**config.mk**
```make
export PLATFORM = sky130hd
export DESIGN_NAME = multi_keyword_stream_matcher
export DESIGN_NICKNAME = d
export VERILOG_FILES = /design/src/rtl/kws_pkg.sv /design/src/rtl/kws_text_mem.sv /design/src/rtl/kws_match_unit.sv /design/src/rtl/multi_keyword_stream_matcher.sv
export SDC_FILE = /design/constraint.sdc
export NUM_CORES = 2
export LEC_CHECK = 0
export BUFFER_PORTS_ARGS = -buffer_cell sky130_fd_sc_hd__buf_2
export CAP_MARGIN = 20
export CORE_MARGIN = 3
export CORE_UTILIZATION = 25
export CTS_CLUSTER_SIZE = 40
export DETAILED_ROUTE_END_ITERATION = 10
export SLEW_MARGIN = 20
export SYNTH_ARGS = -nofsm -noshare
export SYNTH_HDL_FRONTEND = slang
export SYNTH_HIERARCHICAL = 1
export SYNTH_SLANG_ARGS = --single-unit
```
**constraint.sdc**
```tcl
create_clock -name clk -period 7.15 [get_ports clk]
set_clock_uncertainty 0.2 [all_clocks]
set_input_delay 0.715 -clock clk [delete_from_list [all_inputs] [get_ports clk]]
set_output_delay 0.715 -clock clk [all_outputs]
set_load 0.1 [all_outputs]
```
**src/rtl/kws_pkg.sv**
```systemverilog
// Shared types and constants for the multi-keyword stream matcher.
// Used by the text memory, the compare unit and the top level; depends on nothing else.
`timescale 1ns / 1ps

package kws_pkg;

  // Width of one stream or pattern character.
  localparam int CHAR_W = 8;

  // Item opcodes as carried on the opcode field.
  typedef enum logic [2:0] {
    OP_STREAM      = 3'd0,
    OP_WRITE_CHAR  = 3'd1,
    OP_WRITE_LEN   = 3'd2,
    OP_CHECK_CLEAR = 3'd3,
    OP_CLEAR_ALL   = 3'd4
  } op_t;

  // Sequencer states.
  typedef enum logic [1:0] {
    ST_IDLE,
    ST_SCAN,
    ST_FINISH
  } state_t;

endpackage

```
**src/rtl/kws_text_mem.sv**
```systemverilog
// Pattern text store: one write port, one registered read port.
// Depends on kws_pkg for the character width.
`timescale 1ns / 1ps

module kws_text_mem #(
  parameter int ADDR_W = 7
) (
  input  logic                       clk,
  input  logic                       wr_en,
  input  logic [ADDR_W-1:0]          wr_addr,
  input  logic [kws_pkg::CHAR_W-1:0] wr_data,
  input  logic [ADDR_W-1:0]          rd_addr,
  output logic [kws_pkg::CHAR_W-1:0] rd_data
);

  logic [kws_pkg::CHAR_W-1:0] mem [2**ADDR_W];

  // Write port.
  always_ff @(posedge clk) begin
    if (wr_en) begin
      mem[wr_addr] <= wr_data;
    end
  end

  // Read port with registered data.
  always_ff @(posedge clk) begin
    rd_data <= mem[rd_addr];
  end

endmodule

```
**src/rtl/kws_match_unit.sv**
```systemverilog
// Shared compare unit: checks one pattern's expected character against the stream.
// Depends on kws_pkg for the character width.
`timescale 1ns / 1ps

module kws_match_unit #(
  parameter int MAX_LEN = 16,
  parameter int LW      = 5
) (
  input  logic [kws_pkg::CHAR_W-1:0] text_char,
  input  logic [kws_pkg::CHAR_W-1:0] stream_char,
  input  logic [LW-1:0]              progress,
  input  logic [LW-1:0]              length,
  output logic [LW-1:0]              progress_next,
  output logic                       hit
);

  logic advance;

  // Advance on a character match while progress is below MAX_LEN, otherwise fall back to the start.
  assign advance       = (progress < LW'(MAX_LEN)) && (text_char == stream_char);
  assign progress_next = advance ? progress + LW'(1) : '0;

  // The pattern completes when its progress reaches its length.
  assign hit = (length != '0) && (progress_next == length);

endmodule

```
**src/rtl/multi_keyword_stream_matcher.sv**
```systemverilog
// Multi-keyword stream matcher.
// Input channel (in_valid / in_stall) carries one item per transaction: a stream
// character, a pattern character write, a pattern length write, a read-and-clear
// of one match flag, or a clear of all flags. Every item gives exactly one result
// transaction on the output channel (out_valid / out_stall).
// A stream character is checked against the patterns in use by one shared compare
// unit, one pattern per cycle, with the pattern text read from a memory with one
// write port and one registered read port, in the cycle before the compare.
// The scan ends after the last pattern in use, or earlier when a pattern
// completes; every other item goes straight from acceptance to the finish state.
// The next item is accepted in the cycle after the result has moved to the output
// register, so the block takes no new item while one is still in progress.
// The output register holds a finished result while the receiver stalls; the
// block then finishes the next item and waits with it until the register frees.
// The configuration channel (cfg_valid / cfg_ready) writes pattern_count and is
// always ready. Synchronous reset clears lengths, progress, flags and the count;
// pattern text is undefined until written, and no clearing pass is needed.
`timescale 1ns / 1ps

module multi_keyword_stream_matcher #(
  parameter int PATTERNS = 8,
  parameter int MAX_LEN  = 16
) (
  input  logic       clk,
  input  logic       rst,
  // Configuration write channel.
  input  logic       cfg_valid,
  output logic       cfg_ready,
  input  logic [3:0] cfg_data,
  // Input item channel.
  input  logic       in_valid,
  output logic       in_stall,
  input  logic [2:0] opcode,
  input  logic [2:0] pattern_id,
  input  logic [3:0] position,
  input  logic [7:0] char_value,
  input  logic [4:0] length_value,
  // Result channel.
  output logic       out_valid,
  input  logic       out_stall,
  output logic       match_found,
  output logic [2:0] match_index,
  output logic       flag_read,
  output logic [7:0] all_flags
);

  localparam int IW     = (PATTERNS > 1) ? $clog2(PATTERNS) : 1;
  localparam int NW     = $clog2(PATTERNS + 1);
  localparam int PW     = $clog2(MAX_LEN);
  localparam int LW     = $clog2(MAX_LEN + 1);
  localparam int ADDR_W = IW + PW;

  kws_pkg::state_t state, state_next;

  // Configuration and architectural state.
  logic [3:0]                 pattern_count;
  logic [LW-1:0]              lengths  [PATTERNS];
  logic [LW-1:0]              progress [PATTERNS];
  logic [PATTERNS-1:0]        flags;

  // Item context and pending result.
  logic [kws_pkg::CHAR_W-1:0] ch_q;
  logic [NW-1:0]              n_q;
  logic                       res_found;
  logic [2:0]                 res_which;
  logic                       res_fread;

  // Scan pipeline: issue stage and compare stage.
  logic [NW-1:0]              iss;
  logic [IW-1:0]              iss_idx;
  logic                       iss_ok;
  logic                       cmp_valid;
  logic [IW-1:0]              cmp_idx;
  logic [LW-1:0]              cmp_p;
  logic [LW-1:0]              cmp_len;

  // Compare unit and memory signals.
  logic [kws_pkg::CHAR_W-1:0] text_rd;
  logic [LW-1:0]              p_new;
  logic                       hit;
  logic                       cmp_update;
  logic                       match_now;

  // Decoded input item.
  logic                       accept;
  logic                       id_ok;
  logic                       pos_ok;
  logic [IW-1:0]              id_idx;
  logic [LW-1:0]              len_sat;
  logic [5:0]                 count_ext;
  logic [NW-1:0]              n_in;
  logic                       mem_wr_en;
  logic                       out_free;
  logic                       finish_load;

  assign cfg_ready = 1'b1;
  assign in_stall  = (state != kws_pkg::ST_IDLE);
  assign accept    = in_valid && !in_stall;

  // Field decoding and range checks.
  assign id_ok     = 6'(pattern_id) < 6'(PATTERNS);
  assign pos_ok    = 7'(position) < 7'(MAX_LEN);
  assign id_idx    = IW'(pattern_id);
  assign len_sat   = (7'(length_value) > 7'(MAX_LEN)) ? LW'(MAX_LEN) : LW'(length_value);
  assign count_ext = 6'(pattern_count);
  assign n_in      = (count_ext > 6'(PATTERNS)) ? NW'(PATTERNS) : NW'(count_ext);
  assign mem_wr_en = accept && (opcode == kws_pkg::OP_WRITE_CHAR) && id_ok && pos_ok;

  // Issue stage selects the next pattern in use.
  assign iss_idx = iss[IW-1:0];
  assign iss_ok  = iss < n_q;

  kws_text_mem #(
    .ADDR_W (ADDR_W)
  ) u_text_mem (
    .clk     (clk),
    .wr_en   (mem_wr_en),
    .wr_addr ({id_idx, PW'(position)}),
    .wr_data (char_value),
    .rd_addr ({iss_idx, progress[iss_idx][PW-1:0]}),
    .rd_data (text_rd)
  );

  kws_match_unit #(
    .MAX_LEN (MAX_LEN),
    .LW      (LW)
  ) u_match_unit (
    .text_char     (text_rd),
    .stream_char   (ch_q),
    .progress      (cmp_p),
    .length        (cmp_len),
    .progress_next (p_new),
    .hit           (hit)
  );

  assign cmp_update = (state == kws_pkg::ST_SCAN) && cmp_valid && (cmp_len != '0);
  assign match_now  = cmp_update && hit;
  assign out_free   = !out_valid || !out_stall;

  // State register.
  always_ff @(posedge clk) begin
    if (rst) begin
      state <= kws_pkg::ST_IDLE;
    end else begin
      state <= state_next;
    end
  end

  // Next state and output register load.
  always_comb begin
    state_next  = state;
    finish_load = 1'b0;
    case (state)
      kws_pkg::ST_IDLE: begin
        if (accept) begin
          state_next = (opcode == kws_pkg::OP_STREAM) ? kws_pkg::ST_SCAN : kws_pkg::ST_FINISH;
        end
      end
      kws_pkg::ST_SCAN: begin
        // The last compare writes back at the same edge that leaves the scan.
        if (match_now || !iss_ok) begin
          state_next = kws_pkg::ST_FINISH;
        end
      end
      kws_pkg::ST_FINISH: begin
        if (out_free) begin
          finish_load = 1'b1;
          state_next  = kws_pkg::ST_IDLE;
        end
      end
      default: begin
        state_next = kws_pkg::ST_IDLE;
      end
    endcase
  end

  // Control state: count, lengths, progress, flags and pipeline valids.
  always_ff @(posedge clk) begin
    if (rst) begin
      pattern_count <= '0;
      flags         <= '0;
      cmp_valid     <= 1'b0;
      out_valid     <= 1'b0;
      for (int i = 0; i < PATTERNS; i++) begin
        lengths[i]  <= '0;
        progress[i] <= '0;
      end
    end else begin
      if (cfg_valid && cfg_ready) begin
        pattern_count <= cfg_data;
      end

      // Items other than stream characters act at acceptance.
      if (accept) begin
        cmp_valid <= 1'b0;
        case (kws_pkg::op_t'(opcode))
          kws_pkg::OP_WRITE_LEN: begin
            if (id_ok) begin
              lengths[id_idx]  <= len_sat;
              progress[id_idx] <= '0;
            end
          end
          kws_pkg::OP_CHECK_CLEAR: begin
            if (id_ok) begin
              flags[id_idx] <= 1'b0;
            end
          end
          kws_pkg::OP_CLEAR_ALL: begin
            flags <= '0;
          end
          default: begin
          end
        endcase
      end

      // Compare stage writes back progress; a hit clears all of it.
      if (cmp_update) begin
        if (hit) begin
          flags[cmp_idx] <= 1'b1;
          for (int i = 0; i < PATTERNS; i++) begin
            progress[i] <= '0;
          end
        end else begin
          progress[cmp_idx] <= p_new;
        end
      end

      // Issue stage hands the next pattern to the compare stage.
      if (state == kws_pkg::ST_SCAN) begin
        cmp_valid <= iss_ok && !match_now;
      end

      // Output register.
      if (finish_load) begin
        out_valid <= 1'b1;
      end else if (!out_stall) begin
        out_valid <= 1'b0;
      end
    end
  end

  // Payload registers of the scan and of the result.
  always_ff @(posedge clk) begin
    if (accept) begin
      ch_q      <= char_value;
      n_q       <= n_in;
      iss       <= '0;
      res_found <= 1'b0;
      res_which <= '0;
      res_fread <= (opcode == kws_pkg::OP_CHECK_CLEAR) && id_ok && flags[id_idx];
    end
    if ((state == kws_pkg::ST_SCAN) && iss_ok) begin
      cmp_idx <= iss_idx;
      cmp_p   <= progress[iss_idx];
      cmp_len <= lengths[iss_idx];
      iss     <= iss + NW'(1);
    end
    if (match_now) begin
      res_found <= 1'b1;
      res_which <= 3'(cmp_idx);
    end
    if (finish_load) begin
      match_found <= res_found;
      match_index <= res_which;
      flag_read   <= res_fread;
      all_flags   <= 8'(flags);
    end
  end

endmodule

```
==> results.py <==
metrics = {
    "outcome": {
        "status": "complete, no violations",
    },
    "yosys": {
        "synth_top_family_by_area": "multiplexers",
        "synth-edff-count": 1150,
        "yosys_register_bits": 1178,
        "synth.distinct_cells": 54,
        "synth_xor_area_share_pct": 0.2844,
        "syn_area_um2": 46190,
        "synth_fp_nets": 2161,
        "synth_seq_area_share_pct": 75.98,
        "synth_fa_ha_area_share_pct": 0.1354,
        "synthFlopType": "edfxtp_1",
        "avgSynthCellArea_um2": 21.75,
        "synth_compound_area_share_pct": 0.7856,
        "muxShareOfSynthArea_pct": 18.02,
        "ys_warn_count": 6,
        "async_flop_share_pct": 0,
        "yosys.area_share.simple_pct": 3.646,
        "syn-instance-count": 2124,
    },
    "die": {
        "die_area_um2": 189900,
        "die_h_um": 435.8,
        "die_w_um": 435.8,
        "ios": 48,
        "initial_utilization_pct": 25.20,
        "core_area_um2": 183300,
        "row_count": 157,
    },
    "timing": {
        "setup_viol": 0,
        "clock.fmax_ghz": 0.2036,
        "slew_headroom_pct": 14.83,
        "rsz0062_at_grt": "false",
        "tightest_slew_ps": 1275,
        "slew_violations": 0,
        "hold_viol": 0,
        "min_period_ps": 4912,
        "hold_ws_ps": 61.55,
        "fin_tns_setup_ps": 0,
        "post-route-period-util_pct": 68.70,
    },
    "worst_setup_path": {
        "endpoint_kind": "flip-flop",
        "criticalPathCategory": "reg2reg",
        "cp_max_fo": 80,
        "arrival_ps": 5290,
        "startpoint_type": "flip-flop",
        "required_ps": 7530,
    },
    "detailed_routing": {
        "ant_nets": 0,
        "routed_via_density": 4.597,
        "drt_iter0_markers": 2356,
        "vias": 21987,
        "drc": 0,
        "firstDrtPassIters": 6,
        "routed_wl_um": 107000,
        "routedWlPerCell_um": 22.37,
    },
    "clock_tree": {
        "clkSlewWorstSetupHoldPaths_ps": 60,
        "holdBufCountCts": 0,
        "htreeDepth": 3,
        "tritoncts": "yes",
        "post_cts_resized": 0,
        "cts_made_buffers": 111,
        "insertion_delay_ps": 730,
        "cts_setup_buffers": 0,
        "root_buffer": "clkbuf_16",
        "cts_sinks": 1178,
        "clk_path_buf_depth": 3,
    },
    "layout": {
        "layout_commonest_cell": "edfxtp_1",
        "nFillCells": 17769,
        "drive_gt1_share_pct": 27.84,
        "register_area_um2": 35090,
        "synthToLayoutAreaGrowth_pct": 14.78,
        "final_cell_mix": "edfxtp_1, mux4_2, nor2_1",
        "nets": 2261,
        "multiInputGateArea_um2": 10650,
    },
    "global_route": {
        "gr-total-overflow": 0,
        "grtUsageMet3_pct": 2.425,
        "grt_pass1_wl_um": 157600,
        "grt_pass1_vias": 21880,
        "use_met2_pct": 16.57,
        "use_met1_pct": 16.46,
        "antenna_found_initial": 14,
        "grt_max_degree": 114,
        "top_usage_layer": "met2",
        "grt_use_total_pct": 11.09,
    },
    "pwr": {
        "p_per_area_nw_per_um2": 287.9,
        "ir_worst_vdd_v": 0.0001980,
        "power_mw": 15.26,
        "p_leak_nw": 15.81,
    },
    "placed_design": {
        "dp_hpwl_um": 64720,
        "portBuffers": 46,
        "place_congestion": 0.7802,
    },
    "worst_hold_path": {
        "worstHoldPathType": "in2reg",
    },
    "run": {
        "timing.max_cap.violations": 0,
    },
}
==> worst max-delay path, cell delays in order, from the launching register on <==
cell and delay, ps:
dfxtp_1 760, mux4_2 370, mux2_8 650, buf_12 530, mux4_2 620, mux4_2 600
mux4_2 550, mux2_2 280
==> metrics by stage <==
step / util (%) / cell area (um^2) / std cells / setup WS [ps]
after global placement: 27.01 / 49500 / 4571 / 2121
after CTS: 28.88 / 52930 / 4774 / 2129
after floorplan: - / 46190 / 2124 / 3393
after global routing: 28.92 / 53000 / 4779 / 1874
after detailed placement: 27.01 / 49510 / 4572 / 2136
final: 28.93 / 53010 / 4783 / 2238
==> logic make-up after synthesis <==
kind of cell | after synthesis
compound gates | 52
xor+xnor | 15
fa+ha+maj | 5
buf+inv | 119
flops | 1178
mux | 384
other cells | 1
simple gates | 370
==> state kept, by name (all words and copies together) (netlist names), 2 cells and up, named ones only <==
| name | count |
|---|---|
| cmp_len | 5 |
| lengths | 40 |
| state | 2 |
| pattern_count | 4 |
| cmp_p | 5 |
| flags | 8 |
| progress | 40 |
| ch_q | 8 |
| u_text_mem/mem | 1024 |
| n_q | 4 |
| cmp_idx | 3 |
| res_which | 3 |
| all_flags | 8 |
| iss | 4 |
| match_index | 3 |
| u_text_mem/rd_data | 8 |
==> routing by layer <==
metal,wire (um),up-vias
met2,48770,880
met1,47350,11924
met4,1997,4
met5,27,-
met3,8878,152
li1,-,9027
==> final cells by class <==
type,count,share of cell area [%]
clock buffer,141,5.530
inverter,12,0.08497
timing repair buffer,94,1.319
tap,2464,5.815
multi-input combinational,827,20.09
sequential,1178,66.20
antenna,6,0.02832
clock inverter,61,0.9299
==> where the power goes <==
group	switching (mW)	internal, mW	total, mW
Sequential	0.0437	7.65	7.69
Clock	2.53	3.05	5.59
Combinational	1.10	0.888	1.99
==> worst paths after layout <==
check | from | endpoint | slack (ps) | depth (start not counted)
worst max-delay path | flip-flop | u_text_mem/rd_data[2] | 2240 | 7
worst min-delay path | cfg_data[3] | pattern_count[3] | 60 | 3
worst min register to register | res_fread | flag_read | 220 | 0
worst max register to register | flip-flop | u_text_mem/rd_data[2] | 2240 | 7
==> cell usage after synthesis (5+ instances only) <==
cell / instances / area (um^2)
edfxtp_1: 1150 / 34530
buf_1: 19 / 71.32
nand2_1: 49 / 183.9
nand2b_1: 14 / 87.58
a21oi_1: 22 / 110.1
o21ai_0: 10 / 50.05
ha_1: 5 / 62.56
mux4_2: 356 / 8018
and2_1: 28 / 175.2
nand3_1: 20 / 100.1
inv_1: 12 / 45.04
xor2_1: 12 / 105.1
buf_4: 12 / 90.09
nor3_1: 11 / 55.05
o211ai_1: 5 / 37.54
nor2b_1: 14 / 87.58
buf_2: 19 / 95.09
mux2_2: 21 / 236.5
dfxtp_1: 28 / 560.5
mux2i_1: 7 / 70.07
clkbuf_1: 55 / 206.5
nor2_1: 206 / 773.2
Note: power is estimated with default switching activity, not from simulation.
